**config.mk**
```make
export PLATFORM = sky130hd
export DESIGN_NAME = ogbs_seq
export DESIGN_NICKNAME = d
export VERILOG_FILES = /design/src/rtl/ogbs_pkg.sv /design/src/rtl/ogbs_seq.sv
export SDC_FILE = /design/constraint.sdc
export NUM_CORES = 1
export LEC_CHECK = 0
export BUFFER_PORTS_ARGS = -buffer_cell sky130_fd_sc_hd__buf_4
export CORE_MARGIN = 1.5
export CORE_UTILIZATION = 45
export CTS_BUF_LIST = sky130_fd_sc_hd__clkbuf_4
export DETAILED_ROUTE_END_ITERATION = 10
export GPL_TIMING_DRIVEN = 0
export PLACE_DENSITY = 0.7
export SLEW_MARGIN = 20
export SYNTH_ARGS = -nofsm -noshare
export SYNTH_HDL_FRONTEND = slang
export SYNTH_SLANG_ARGS = --single-unit
```
**constraint.sdc**
```tcl
create_clock -name clk -period 2.89 [get_ports clk]
set_input_delay 0.1445 -clock clk [delete_from_list [all_inputs] [get_ports clk]]
set_output_delay 0.1445 -clock clk [all_outputs]
set_load 0.01 [all_outputs]
```
**src/rtl/ogbs_pkg.sv**
```systemverilog
package ogbs_pkg;

  localparam int GLYPH_COUNT = 68;
  localparam int IDX_W       = 7;
  localparam int BYTE_W      = 8;

  typedef logic [IDX_W-1:0]  glyph_idx_t;
  typedef logic [3:0]        beat_t;
  typedef logic [39:0]       glyph_row_t;

  // byte positions within one character transaction group
  localparam beat_t BEAT_PAGE   = 4'd0;
  localparam beat_t BEAT_COL_LO = 4'd1;
  localparam beat_t BEAT_COL_HI = 4'd2;
  localparam beat_t BEAT_G0     = 4'd3;
  localparam beat_t BEAT_G1     = 4'd4;
  localparam beat_t BEAT_G2     = 4'd5;
  localparam beat_t BEAT_G3     = 4'd6;
  localparam beat_t BEAT_G4     = 4'd7;
  localparam beat_t BEAT_LAST   = 4'd8;

  localparam logic [7:0] PAGE_CMD_BASE = 8'hB0;
  localparam logic [7:0] COL_HI_CMD    = 8'h10;
  localparam logic [1:0] COL_OFS_RESET = 2'd2;

  localparam glyph_idx_t IDX_SPACE  = 7'd0;
  localparam glyph_idx_t IDX_BANG   = 7'd1;
  localparam glyph_idx_t IDX_UPPER  = 7'd2;
  localparam glyph_idx_t IDX_LOWER  = 7'd28;
  localparam glyph_idx_t IDX_DIGIT  = 7'd54;
  localparam glyph_idx_t IDX_COLON  = 7'd64;
  localparam glyph_idx_t IDX_DASH   = 7'd65;
  localparam glyph_idx_t IDX_DOT    = 7'd66;
  localparam glyph_idx_t IDX_DEGREE = 7'd67;

  // item handed from the sequencer to the output formatter
  typedef struct packed {
    logic       valid;
    beat_t      beat;
    glyph_idx_t idx;
    logic [7:0] addr;
    logic [2:0] page;
  } item_t;

  function automatic glyph_idx_t char_to_idx(input logic [7:0] ch);
    glyph_idx_t idx;
    idx = IDX_SPACE;
    if (ch == 8'h21) idx = IDX_BANG;
    else if (ch >= 8'h41 && ch <= 8'h5A) idx = IDX_UPPER + glyph_idx_t'(ch - 8'h41);
    else if (ch >= 8'h61 && ch <= 8'h7A) idx = IDX_LOWER + glyph_idx_t'(ch - 8'h61);
    else if (ch >= 8'h30 && ch <= 8'h39) idx = IDX_DIGIT + glyph_idx_t'(ch - 8'h30);
    else if (ch == 8'h3A) idx = IDX_COLON;
    else if (ch == 8'h2D) idx = IDX_DASH;
    else if (ch == 8'h2E) idx = IDX_DOT;
    else if (ch == 8'h5E) idx = IDX_DEGREE;
    return idx;
  endfunction

  // five columns, leftmost in the top byte
  function automatic glyph_row_t glyph_row(input glyph_idx_t idx);
    glyph_row_t row;
    case (idx)
      7'd0:  row = 40'h00_00_00_00_00;
      7'd1:  row = 40'h00_00_5F_00_00;
      7'd2:  row = 40'h7E_11_11_11_7E;
      7'd3:  row = 40'h7F_49_49_49_36;
      7'd4:  row = 40'h3E_41_41_41_22;
      7'd5:  row = 40'h7F_41_41_22_1C;
      7'd6:  row = 40'h7F_49_49_49_41;
      7'd7:  row = 40'h7F_09_09_09_01;
      7'd8:  row = 40'h3E_41_49_49_7A;
      7'd9:  row = 40'h7F_08_08_08_7F;
      7'd10: row = 40'h00_41_7F_41_00;
      7'd11: row = 40'h20_40_41_3F_01;
      7'd12: row = 40'h7F_08_14_22_41;
      7'd13: row = 40'h7F_40_40_40_40;
      7'd14: row = 40'h7F_02_04_02_7F;
      7'd15: row = 40'h7F_04_08_10_7F;
      7'd16: row = 40'h3E_41_41_41_3E;
      7'd17: row = 40'h7F_09_09_09_06;
      7'd18: row = 40'h3E_41_51_21_5E;
      7'd19: row = 40'h7F_09_19_29_46;
      7'd20: row = 40'h46_49_49_49_31;
      7'd21: row = 40'h01_01_7F_01_01;
      7'd22: row = 40'h3F_40_40_40_3F;
      7'd23: row = 40'h1F_20_40_20_1F;
      7'd24: row = 40'h7F_20_18_20_7F;
      7'd25: row = 40'h63_14_08_14_63;
      7'd26: row = 40'h03_04_78_04_03;
      7'd27: row = 40'h61_51_49_45_43;
      7'd28: row = 40'h20_54_54_54_78;
      7'd29: row = 40'h7F_48_44_44_38;
      7'd30: row = 40'h38_44_44_44_20;
      7'd31: row = 40'h38_44_44_48_7F;
      7'd32: row = 40'h38_54_54_54_18;
      7'd33: row = 40'h08_7E_09_01_02;
      7'd34: row = 40'h0C_52_52_52_3E;
      7'd35: row = 40'h7F_08_04_04_78;
      7'd36: row = 40'h00_44_7D_40_00;
      7'd37: row = 40'h20_40_44_3D_00;
      7'd38: row = 40'h7F_10_28_44_00;
      7'd39: row = 40'h00_41_7F_40_00;
      7'd40: row = 40'h7C_04_18_04_78;
      7'd41: row = 40'h7C_08_04_04_78;
      7'd42: row = 40'h38_44_44_44_38;
      7'd43: row = 40'h7C_14_14_14_08;
      7'd44: row = 40'h08_14_14_18_7C;
      7'd45: row = 40'h7C_08_04_04_08;
      7'd46: row = 40'h48_54_54_54_20;
      7'd47: row = 40'h04_3F_44_40_20;
      7'd48: row = 40'h3C_40_40_20_7C;
      7'd49: row = 40'h1C_20_40_20_1C;
      7'd50: row = 40'h3C_40_30_40_3C;
      7'd51: row = 40'h44_28_10_28_44;
      7'd52: row = 40'h0C_50_50_50_3C;
      7'd53: row = 40'h44_64_54_4C_44;
      7'd54: row = 40'h3E_51_49_45_3E;
      7'd55: row = 40'h00_42_7F_40_00;
      7'd56: row = 40'h42_61_51_49_46;
      7'd57: row = 40'h21_41_45_4B_31;
      7'd58: row = 40'h18_14_12_7F_10;
      7'd59: row = 40'h27_45_45_45_39;
      7'd60: row = 40'h3C_4A_49_49_30;
      7'd61: row = 40'h01_71_09_05_03;
      7'd62: row = 40'h36_49_49_49_36;
      7'd63: row = 40'h06_49_49_29_1E;
      7'd64: row = 40'h00_36_36_00_00;
      7'd65: row = 40'h00_08_08_08_00;
      7'd66: row = 40'h00_60_60_00_00;
      7'd67: row = 40'h06_09_09_06_00;
      default: row = 40'h00_00_00_00_00;
    endcase
    return row;
  endfunction

endpackage

```
**src/rtl/ogbs_seq.sv**
```systemverilog
module ogbs_seq (
  input  logic               clk,
  input  logic               rst_n,
  input  logic               start,
  output logic               busy,
  input  logic [7:0]         in_char_code,
  input  logic [6:0]         in_start_column,
  input  logic [2:0]         in_page_index,
  input  logic [1:0]         col_ofs,
  output ogbs_pkg::item_t    item
);

  logic                 accept;
  logic                 active_r, active_nxt;
  ogbs_pkg::beat_t      beat_r, beat_nxt;
  ogbs_pkg::glyph_idx_t idx_r;
  logic [7:0]           addr_r;
  logic [2:0]           page_r;

  // free again while the last byte of the current character is handed on
  assign busy   = active_r && (beat_r != ogbs_pkg::BEAT_LAST);
  assign accept = start && !busy;

  always_comb begin
    active_nxt = active_r;
    beat_nxt   = beat_r;
    if (accept) begin
      active_nxt = 1'b1;
      beat_nxt   = ogbs_pkg::BEAT_PAGE;
    end else if (active_r) begin
      if (beat_r == ogbs_pkg::BEAT_LAST) begin
        active_nxt = 1'b0;
      end else begin
        beat_nxt = beat_r + 4'd1;
      end
    end
  end

  always_ff @(posedge clk) begin
    if (!rst_n) begin
      active_r <= 1'b0;
      beat_r   <= ogbs_pkg::BEAT_PAGE;
    end else begin
      active_r <= active_nxt;
      beat_r   <= beat_nxt;
    end
  end

  always_ff @(posedge clk) begin
    if (accept) begin
      idx_r  <= ogbs_pkg::char_to_idx(in_char_code);
      addr_r <= {1'b0, in_start_column} + {6'd0, col_ofs};
      page_r <= in_page_index;
    end
  end

  assign item.valid = active_r;
  assign item.beat  = beat_r;
  assign item.idx   = idx_r;
  assign item.addr  = addr_r;
  assign item.page  = page_r;

endmodule

```
======== Word level (Yosys, flattened, before mapping) ========
Cells that the tools add are included.
cells by class
  eq/ne operators ......................... 7
  reduce and logical (&&, ||, !) cells .... 8
  $lt $le $gt $ge ......................... 6
  bitwise gates (word level) .............. 2
  add/sub/neg operators ................... 8
  muxes and demuxes ....................... 10
operator list
  kind                   number
  $mux W7                7
  $eq A8 B6 Y1 const B   4
  $ge A8 B7 Y1 const B   2
  $le A8 B7 Y1 const B   2
  $sub A7 B7 Y7 const B  2
  $add A7 B2 Y8          1
  $eq A8 B7 Y1 const B   1
  $ge A8 B6 Y1 const B   1
  $le A8 B6 Y1 const B   1
  $add A2 B7 Y7 const A  1
  $add A5 B7 Y7 const A  1
  $add A6 B7 Y7 const A  1
  $sub A7 B6 Y7 const B  1
  $logic_and A1 B1 Y1    5
  $add A4 B1 Y4 const B  1
  $eq A4 B4 Y1 const B   1
  $ne A4 B4 Y1 const B   1
  $mux W1                3
  $not A1 Y1             2
  $reduce_and A2 Y1      1
  $reduce_or A2 Y1       1
  $logic_not A1 Y1       1
storage, ports and cells
  word-level logic and storage cells ...... 46
  flip-flop bits (word level) ............. 23
  output and inout bits ................... 24

======== Depth between registers and ports, before layout ========
Gate-level depths: netlist (run 1).
  depth after elaboration ................. 8
  depth in mapped cells ................... 8

======== Worst setup path before layout (run 1) ========
OpenSTA, ideal clock, no wires.
  kind .................................... register to register
  start ................................... register beat_r[0]
  end ..................................... register addr_r[0] (enable)
  setup time .............................. 0.395 ns
  clock period less this slack ............ 2.233 ns
  stages on the path, launching flop included .. 7
  arrival time ............................ 1.839 ns
  path slack .............................. 0.657 ns
  cell sequence ........................... dfxtp_1 inv_1 ha_1 nand2_1 o21a_1 clkbuf_1 nor2b_1
between the ends
  word-level cells in the longest chain between the ends .. 4
RTL lines
  element                 RTL line        RTL
  start, declared         ogbs_seq.sv:15  ogbs_pkg::beat_t beat_r, beat_nxt;
  start signal, assigned  ogbs_seq.sv:42  beat_r <= ogbs_pkg::BEAT_PAGE;
  start signal, assigned  ogbs_seq.sv:45  beat_r <= beat_nxt;
  $ne A4 B4 Y1            ogbs_seq.sv:21  assign busy = active_r && (beat_r != ogbs_pkg::BEAT_LAST);
  $logic_and A1 B1 Y1     ogbs_seq.sv:21
  named net busy          ogbs_seq.sv:5   output logic busy,
  $logic_not A1 Y1        ogbs_seq.sv:22  assign accept = start && !busy;
  $logic_and A1 B1 Y1     ogbs_seq.sv:22
  named net accept        ogbs_seq.sv:13  logic accept;
  end signal, assigned    ogbs_seq.sv:52  addr_r <= {1'b0, in_start_column} + {6'd0, col_ofs};
  end, declared           ogbs_seq.sv:17  logic [7:0] addr_r;
The timed path passes the listed nets, and every way through them passes these cells.
A chain may end at the register's enable or synchronous reset.

======== Worst setup path after layout (run 1) ========
  start ................................... register beat_r[0]
  end ..................................... output busy
between the ends
  word-level cells in the longest chain between the ends .. 2
RTL lines
  element              RTL line
  $ne A4 B4 Y1         ogbs_seq.sv:21
  $logic_and A1 B1 Y1  ogbs_seq.sv:21
  end, declared        ogbs_seq.sv:5
No other way between the ends.

==> flow_metrics.py, run 1 <==
metrics = {
    "run_status": {
        "status": "finished, final reports clean",
    },
    "clock_tree": {
        "cts_max_level": 1,
        "numCtsBuffers": 3,
        "clock-sinks": 23,
        "clk_latency_ns": 0.29,
        "path_clk_slew_ns": 0.11,
        "hold_buffers": 0,
        "cts_tree": "yes",
        "ctsResizeCount": 0,
        "clockBufferDepth": 2,
        "cts_setup_buffers": 0,
        "clockRootBuffer": "clkbuf_4",
    },
    "synth": {
        "netlist_area_sq_um": 1540,
        "synth_xor_area_share_pct": 4.55,
        "synth_top_family_by_area": "simple AND/OR/NAND/NOR gates",
        "synth_fa_ha_area_share_pct": 11.0,
        "synthMuxAreaShare_pct": 2.03,
        "synthCells": 154,
        "synth-compound-area-share_pct": 15.8,
        "synth_edf_count": 18,
        "ys_seq_area_share_pct": 41.6,
        "ys_warn_count": 0,
        "synth_seq_cells": 23,
        "syn_area_per_cell_sq_um": 10.0,
        "synth-simple-area-share_pct": 20.1,
        "synth_area_leaders": "edfxtp_1, ha_1, dfxtp_1, nand2_1, nor2_1",
        "synth_top_area_share_pct": 35.1,
        "syn-num-nets": 190,
        "yosys.area.top_type": "edfxtp_1",
        "async_flop_share_pct": 0,
        "yosys.cell_types.count": 50,
        "synth_ff_type": "edfxtp_1",
    },
    "detailed_routing": {
        "vias": 1330,
        "ant_nets": 0,
        "dr.pass1.iters": 4,
        "drt_wl_total_um": 3290,
        "route.detailed.drc": 0,
        "via_per_inst": 5.26,
        "drt_iter0_drc": 41,
        "wire_per_inst_um": 13.0,
    },
    "floorplanning": {
        "num_rows": 21,
        "ioPinCount": 47,
        "die_area_sq_um": 3780,
        "initial_utilization_pct": 46.5,
        "die_h_um": 61.5,
        "dieWidth_um": 61.5,
        "fp.coreArea_sq_um": 3310,
    },
    "setup_path": {
        "worstSetupEndpointType": "output pin",
        "critPathMaxFanout": 8,
        "r2r_end": "addr_r[1]",
        "reg2regPathDepth": 7,
        "cp.arrival_ns": 1.65,
        "critPathTopFamily": "buffers and inverters",
        "required_ns": 2.75,
        "worst-setup-path-type": "flip-flop to output pin",
        "crit_buf_inv": 3,
        "slowest_stage": "dfxtp_1",
        "rrSetupSlack_ns": 1.11,
        "max_stage_delay_ns": 0.45,
        "path_cells": "inv_1, ha_1, nand2_1, o21a_1, clkbuf_1, buf_4",
        "r2r_start": "beat_r[0]",
        "cp-start-kind": "flip-flop",
    },
    "sta": {
        "max_slew_margin_pct": 71.7,
        "rsz0062_at_grt": "no",
        "timing.fmax_ghz": 0.556,
        "fin_crit_sh_pct": 62.2,
        "clock_skew_ns": 0.00262,
        "hold_viol_final": 0,
        "finalSetupViolCount": 0,
        "setup_tns_ns": 0,
        "period_minus_slack_ns": 1.80,
        "slew_violations": 0,
        "worstMarginPinSlew_ns": 0.425,
    },
    "layout": {
        "synthToLayoutAreaGrowth_pct": 30.4,
        "drive_gt1_share_pct": 30.4,
        "fin_area_sq_um": 2010,
        "fin_nets": 244,
        "num_antenna_cells": 0,
        "final_common_cell": "buf_4",
        "fin_cells": 253,
        "mostFrequentLayoutCells": "buf_4, edfxtp_1, nand2_1, nor2_1, ha_1",
        "seqCellArea_sq_um": 641,
        "multiInputGateArea_sq_um": 827,
        "fillers": 303,
    },
    "placed_design": {
        "routabilityCongestion": 0.869,
        "dpl.hpwl_um": 2630,
        "port_buffers": 46,
        "place_area_sq_um": 1960,
        "dp.cells": 247,
    },
    "global_route": {
        "grt_use_total_pct": 18.2,
        "grt_pass1_vias": 1196,
        "antenna_found_initial": 0,
        "grt_max_degree": 16,
        "grt_pass1_wl_um": 5230,
        "overflow": 0,
    },
    "power_and_ir_drop": {
        "powerDensity_nw_per_um2": 351,
        "p_leak_nw": 0.880,
        "ir_worst_vdd_mv": 0.156,
    },
    "worst_hold_path": {
        "min_path_type": "input pin to flip-flop",
        "min-delay-start": "in_page_index[2]",
        "holdPathStages": 1,
        "whs_endpoint": "page_r[2]",
    },
    "run": {
        "drv_cap": 0,
    },
}
-- worst max path at each step --
stage,from,end,slack [ns],cells after the start
floorplan,beat_r[0],addr_r[0],0.66,6
global placement,beat_r[0],idx_r[3],0.40,6
detailed placement,in_char_code[1],idx_r[1],0.90,8
CTS,beat_r[0],busy,1.09,6
global route,beat_r[0],busy,0.96,6
finish,beat_r[0],busy,1.09,6
-- Yosys cell counts (all sizes together), types with 3 or more instances --
library cell / n
nor2b: 5
nand3: 6
xnor2: 4
dfxtp: 5
edfxtp: 18
buf: 3
inv: 11
nor2: 15
nand2: 15
xor2: 4
ha: 12
and3: 4
o21ai: 9
a21oi: 6
-- power breakdown --
group	internal [mW]	switching, mW	total (mW)	leakage (nW)
sequential	0.380	0.00812	0.388	0.216
clock	0.0514	0.0849	0.136	0.0177
combinational	0.0877	0.0921	0.180	0.647
total	0.519	0.185	0.704	0.880
-- kinds of logic (layout without fill, tap and decap cells) --
group | Yosys count | in the layout
AND/OR/NAND/NOR | 58 | 58
AO/OA/AOI/OAI | 33 | 33
flip-flops | 23 | 23
buffers and inverters | 16 | 69
adder cells (fa/ha/maj) | 13 | 13
XOR/XNOR | 8 | 8
multiplexers | 3 | 3
-- layer usage --
metal,GRT usage (%),wire (um),vias up
li1,-,-,670
met3,2.10,267,2
met2,31.9,1550,64
met4,5.47,27,0
met5,0,0,-
met1,23.5,1440,594
-- flip-flops by register name, summed over array words and instances, names as in the netlist --
signal,flops
beat_r,4
idx_r,7
addr_r,8
page_r,3
active_r,1
-- through the flow --
| stage | hold WS (ns) | setup WS [ns] | utilization (%) | power [mW] |
|---|---|---|---|---|
| after detailed placement | 0.328 | 0.900 | 59.2 | 0.572 |
| after global placement | 0.325 | 0.400 | 58.7 | 0.564 |
| after CTS | 0.0103 | 1.09 | 60.1 | 0.708 |
| after floorplan | 0.243 | 0.657 | - | 0.487 |
| final | 0.0276 | 1.09 | 60.7 | 0.704 |
| after global routing | 0.00469 | 0.956 | 60.7 | 0.744 |
-- cell type report --
cell class	instances	share of cell area (%)
inverter	11	2.06
sequential	23	31.9
timing repair buffer	49	18.9
tap	46	2.87
buffer	5	1.68
clock buffer	3	1.12
multi-input combinational	115	41.2
clock inverter	1	0.249
-- worst register-to-register path, cell delays in order, from the launching register on --
cell,delay [ns]
dfxtp_1,0.39
inv_1,0.08
ha_1,0.13
nand2_1,0.05
o21a_1,0.16
clkbuf_1,0.19
nor2b_2,0.29
buf_8,0.20
Power figures use the tool's default switching activity.
==> inputs of run 2 (changes only) <==
clock period = 1.8 ns   (was 2.89 ns; I/O delays follow)
==> run 2 against run 1 <==
Register-to-register slack got worse by 0.82 ns. Largest cell class unchanged. Total power increased by 64%. Worst hold slack improved by 0.011 ns. Highest routed layer unchanged. Clock skew about the same.
==> flow_metrics.py, run 2 (synthesized netlist as in run 1, its figures left out) <==
metrics = {
    "clock_tree": {
        "cts_max_level": 1,
        "clk_latency_ns": 0.30,
        "path_clk_slew_ns": 0.11,
        "numCtsBuffers": 3,
        "clockRootBuffer": "clkbuf_4",
        "cts_tree": "yes",
        "clock-sinks": 23,
        "clockBufferDepth": 2,
    },
    "setup_path": {
        "crit_path_start": "in_char_code[1]",
        "r2r_start": "beat_r[0]",
        "critPathTopFamily": "simple AND/OR/NAND/NOR gates",
        "path_cells": "buf_4, inv_1, ha_1, or4b_1, and3_4, o21ai_2, nand4_1, o211ai_2",
        "worstSetupEndpointType": "flip-flop",
        "crit_buf_inv": 2,
        "cp.arrival_ns": 1.73,
        "cp-start-kind": "input pin",
        "max_stage_delay_ns": 0.54,
        "required_ns": 1.96,
        "worst-setup-path-type": "input pin to flip-flop",
        "slowest_stage": "or4b_1",
        "critPathMaxFanout": 9,
    },
    "sta": {
        "worstMarginPinSlew_ns": 0.385,
        "hold_viol_final": 0,
        "setup_ws_ns": 0.225,
        "rsz0062_at_grt": "no",
        "clock_skew_ns": 0.00248,
        "timing.fmax_ghz": 0.635,
        "finalSetupViolCount": 0,
        "slew_violations": 0,
        "max_slew_margin_pct": 74.3,
        "period_minus_slack_ns": 1.57,
        "fin_crit_sh_pct": 87.5,
        "whs_ns": 0.0381,
    },
    "placed_design": {
        "place_ws_ns": -0.0902,
        "place_area_sq_um": 1950,
        "dpl.hpwl_um": 2730,
        "port_buffers": 46,
        "routabilityCongestion": 0.879,
    },
    "layout": {
        "fin_area_sq_um": 2030,
        "final_common_cell": "buf_4",
        "mostFrequentLayoutCells": "buf_4, edfxtp_1, nand2_1, nor2_1, ha_1",
        "synthToLayoutAreaGrowth_pct": 31.7,
        "multiInputGateArea_sq_um": 833,
        "largest_register_ff_count": 8,
        "fin_util_pct": 61.3,
        "regMostFlops": "addr_r",
        "num_antenna_cells": 0,
        "fin_nets": 244,
        "drive_gt1_share_pct": 30.9,
        "fillers": 293,
        "largestRegisters": "addr_r: 8 flops, idx_r: 7 flops, beat_r: 4 flops",
        "seqCellArea_sq_um": 641,
    },
    "worst_hold_path": {
        "min_path_type": "input pin to flip-flop",
        "min-delay-start": "rst_n",
    },
    "detailed_routing": {
        "via_per_inst": 5.39,
        "dr.pass1.iters": 4,
        "wire_per_inst_um": 13.6,
        "route.detailed.drc": 0,
        "ant_nets": 0,
        "drt_iter0_drc": 55,
        "drt_wl_total_um": 3450,
        "vias": 1364,
    },
    "global_route": {
        "grt_use_total_pct": 18.4,
        "grt_pass1_vias": 1236,
        "antenna_found_initial": 0,
        "overflow": 0,
        "grt_pass1_wl_um": 5290,
        "grt_max_degree": 19,
    },
    "floorplanning": {
        "die_area_sq_um": 3780,
        "dieWidth_um": 61.5,
        "fp.coreArea_sq_um": 3310,
        "die_h_um": 61.5,
        "initial_utilization_pct": 46.5,
        "ioPinCount": 47,
        "num_rows": 21,
    },
    "power_and_ir_drop": {
        "p_int_uw": 857,
        "p_sw_uw": 300,
        "p_seq_share_pct": 53.8,
        "pwr-share-comb_pct": 25.4,
        "p_total_mw": 1.16,
        "power_switching_share_pct": 26.0,
        "p_leak_nw": 0.891,
        "powerDensity_nw_per_um2": 570,
        "ir_worst_vdd_mv": 0.209,
        "clkPwrFrac_pct": 20.7,
    },
    "run_status": {
        "status": "finished, final reports clean",
    },
    "run": {
        "drv_cap": 0,
    },
}
==> run 2: worst min-delay path: cells and delay by family <==
family / cells / cell delay (ns)
buf+inv: 1 / 0.13
simple gates: 1 / 0.05
compound gates: 1 / 0.03
==> run 2: metrics by stage <==
step	instances	TNS [ns]
detailed placement	246	-0.660
finish	253	0
global route	253	0
global placement	246	-0.206
floorplan	154	0
CTS	253	0
==> run 2: final timing paths <==
path,end,slack (ns),depth (start not counted)
max,idx_r[1],0.23,8
max reg2reg,idx_r[1],0.29,6
min,beat_r[3],0.04,3
min reg2reg,beat_r[3],0.51,1
==> run 2: metal layers <==
layer  track usage, %  vias to the layer above  wire length (um)
met1             23.6                      643              1490
li1                 -                      664                 -
met4             5.47                        0                46
met3             2.73                        5               229
met5                0                        -                 0
met2             32.0                       52              1680
==> run 2: area by class of cell <==
type | count | share of cell area, %
multi-input combinational | 115 | 41.1
timing repair buffer | 50 | 19.5
clock buffer | 4 | 1.48
buffer | 4 | 1.48
tap | 46 | 2.84
inverter | 11 | 2.04
sequential | 23 | 31.6
==> run 2: what timing repair did <==
action / in CTS / in global routing
setup buffers: 1 / 0
resized for setup: 0 / 1
hold buffers: 3 / 0
setup endpoints to repair: 19 / 1
hold endpoints to repair: 3 / 0
==> run 2: power by group through the flow <==
stage / registers, mW / logic (mW) / clock network [mW]
5_1_grt: 0.626 / 0.325 / 0.268
3_5_place_dp: 0.636 / 0.283 / 0
6_report: 0.623 / 0.294 / 0.240
3_3_place_gp: 0.634 / 0.275 / 0
4_1_cts: 0.623 / 0.295 / 0.245
2_1_floorplan: 0.649 / 0.136 / 0
==> inputs of run 3 (changes only) <==
clock period = 1.5 ns   (was 1.8 ns; I/O delays follow)
==> run 3 against run 2 <==
Via count fell by 1.7%. Cell count rose by 2.4%. Non-clock buffer count rose by 6. Critical endpoint is now addr_r[5]. Largest power group unchanged. Highest routed layer unchanged.
==> flow_metrics.py, run 3 (synthesized netlist as in run 1, its figures left out) <==
metrics = {
    "worst_hold_path": {
        "min_path_type": "input pin to flip-flop",
        "min-delay-start": "rst_n",
        "holdPathStages": 3,
        "whs_endpoint": "beat_r[3]",
    },
    "sta": {
        "clock_skew_ns": 0.00884,
        "timing.fmax_ghz": 0.672,
        "worstMarginPinSlew_ns": 0.397,
        "slew_violations": 0,
        "period_minus_slack_ns": 1.49,
        "rsz0062_at_grt": "yes",
        "finalSetupViolCount": 0,
        "fin_crit_sh_pct": 99.2,
        "hold_viol_final": 0,
        "max_slew_margin_pct": 73.5,
        "setup_ws_ns": 0.0126,
    },
    "clock_tree": {
        "clockRootBuffer": "clkbuf_4",
        "numCtsBuffers": 3,
        "cts_tree": "yes",
        "path_clk_slew_ns": 0.11,
        "cts_max_level": 1,
        "clockBufferDepth": 2,
        "clk_latency_ns": 0.30,
        "clock-sinks": 23,
    },
    "layout": {
        "multiInputGateArea_sq_um": 878,
        "mostFrequentLayoutCells": "buf_4, edfxtp_1, nand2_1, nor2_1, ha_1",
        "largest_register_ff_count": 8,
        "seqCellArea_sq_um": 648,
        "final_common_cell": "buf_4",
        "fin_nets": 250,
        "largestRegisters": "addr_r: 8 flops, idx_r: 7 flops, beat_r: 4 flops",
        "drive_gt1_share_pct": 37.1,
        "num_antenna_cells": 0,
        "regMostFlops": "addr_r",
        "synthToLayoutAreaGrowth_pct": 39.2,
        "fillers": 283,
    },
    "global_route": {
        "grt_use_total_pct": 19.1,
        "antenna_found_initial": 0,
        "overflow": 0,
        "grt_pass1_wl_um": 5460,
        "grt_max_degree": 19,
        "grt_pass1_vias": 1248,
    },
    "setup_path": {
        "cp-start-kind": "flip-flop",
        "r2r_start": "beat_r[0]",
        "worstSetupEndpointType": "flip-flop",
        "required_ns": 1.52,
        "cp.arrival_ns": 1.50,
        "reg2regPathDepth": 7,
        "path_cells": "inv_2, ha_1, nand2_1, o21a_1, buf_8, nor2b_4, buf_12",
        "worst-setup-path-type": "flip-flop to flip-flop",
        "critPathTopFamily": "flip-flops",
        "critPathMaxFanout": 18,
        "max_stage_delay_ns": 0.38,
        "cp.depth": 7,
        "r2r_end": "addr_r[5]",
        "crit_buf_inv": 3,
        "slowest_stage": "dfxtp_4",
        "rrSetupSlack_ns": 0.01,
    },
    "power_and_ir_drop": {
        "p_sw_uw": 376,
        "p_total_mw": 1.42,
        "clkPwrFrac_pct": 20.5,
        "power_switching_share_pct": 26.4,
        "ir_worst_vdd_mv": 0.241,
        "p_int_mw": 1.05,
        "powerDensity_nw_per_um2": 663,
        "p_leak_nw": 0.929,
        "pwr-share-comb_pct": 27.2,
        "p_seq_share_pct": 52.4,
    },
    "placed_design": {
        "dpl.hpwl_um": 2670,
        "port_buffers": 46,
        "routabilityCongestion": 0.896,
        "place_ws_ns": -0.339,
    },
    "run_status": {
        "status": "finished, final reports clean",
    },
    "floorplanning": {
        "ioPinCount": 47,
        "num_rows": 21,
        "initial_utilization_pct": 46.5,
        "fp.coreArea_sq_um": 3310,
        "die_h_um": 61.5,
        "die_area_sq_um": 3780,
        "dieWidth_um": 61.5,
    },
    "detailed_routing": {
        "route.detailed.drc": 0,
        "drt_wl_total_um": 3500,
        "drt_iter0_drc": 77,
        "wire_per_inst_um": 13.5,
        "dr.pass1.iters": 4,
        "vias": 1341,
        "via_per_inst": 5.18,
        "ant_nets": 0,
    },
    "run": {
        "drv_cap": 0,
    },
}
## run 3: area by class of cell
| type | count | share of cell area, % |
|---|---|---|
| clock buffer | 4 | 1.40 |
| sequential | 23 | 30.2 |
| buffer | 5 | 2.28 |
| inverter | 11 | 2.10 |
| timing repair buffer | 55 | 20.4 |
| multi-input combinational | 115 | 41.0 |
| tap | 46 | 2.68 |
## run 3: per-stage QoR
stage	util, %	instances	cell area, sq um	hold WS, ns	setup TNS, ns
after CTS	63.0	254	2080	0.0162	-0.0298
after global placement	60.5	246	2000	0.253	-5.37
after floorplan	-	154	1600	0.174	-1.44
after global routing	64.8	259	2140	0.0137	-0.481
after detailed placement	60.5	246	2000	0.255	-6.01
final	64.8	259	2140	0.0297	0
## run 3: timing repair
| item | CTS | global route |
|---|---|---|
| hold endpoints to repair | 3 | 0 |
| gates cloned | 0 | 0 |
| buffers inserted | 1 | 5 |
| endpoints found under the setup margin | 20 | 24 |
| pin swaps | 0 | 3 |
| resized for setup | 1 | 6 |
| hold buffers | 3 | 0 |
## run 3: power groups by stage
stage / registers [mW] / clock network (mW) / logic, mW
finish: 0.745 / 0.291 / 0.386
CTS: 0.748 / 0.303 / 0.370
floorplan: 0.779 / 0 / 0.175
detailed placement: 0.763 / 0 / 0.354
global route: 0.749 / 0.334 / 0.423
global placement: 0.761 / 0 / 0.343
## run 3: worst max-delay path by stage
| stage | from | slack, ns | to |
|---|---|---|---|
| 3_5_place_dp | in_char_code[1] | -0.34 | idx_r[1] |
| 5_1_grt | beat_r[1] | -0.03 | idx_r[1] |
| 2_1_floorplan | beat_r[0] | -0.08 | addr_r[0] |
| 4_1_cts | beat_r[0] | -0.005 | idx_r[3] |
| 6_report | beat_r[0] | 0.01 | addr_r[5] |
| 3_3_place_gp | in_char_code[1] | -0.34 | idx_r[1] |
## run 3: worst register-to-register path, cell delays in order (launching register included)
cell and delay (ns):
dfxtp_4 0.38, inv_2 0.05, ha_1 0.13, nand2_1 0.05, o21a_1 0.18, buf_8 0.13, nor2b_4 0.12, buf_12 0.16
## run 3: layer usage
layer	up-vias	share of wire (%)	GRT usage (%)
met5	-	0	0
li1	675	-	-
met4	0	0.94	5.47
met1	624	42	23.7
met2	40	53	34.7
met3	2	4.0	2.10
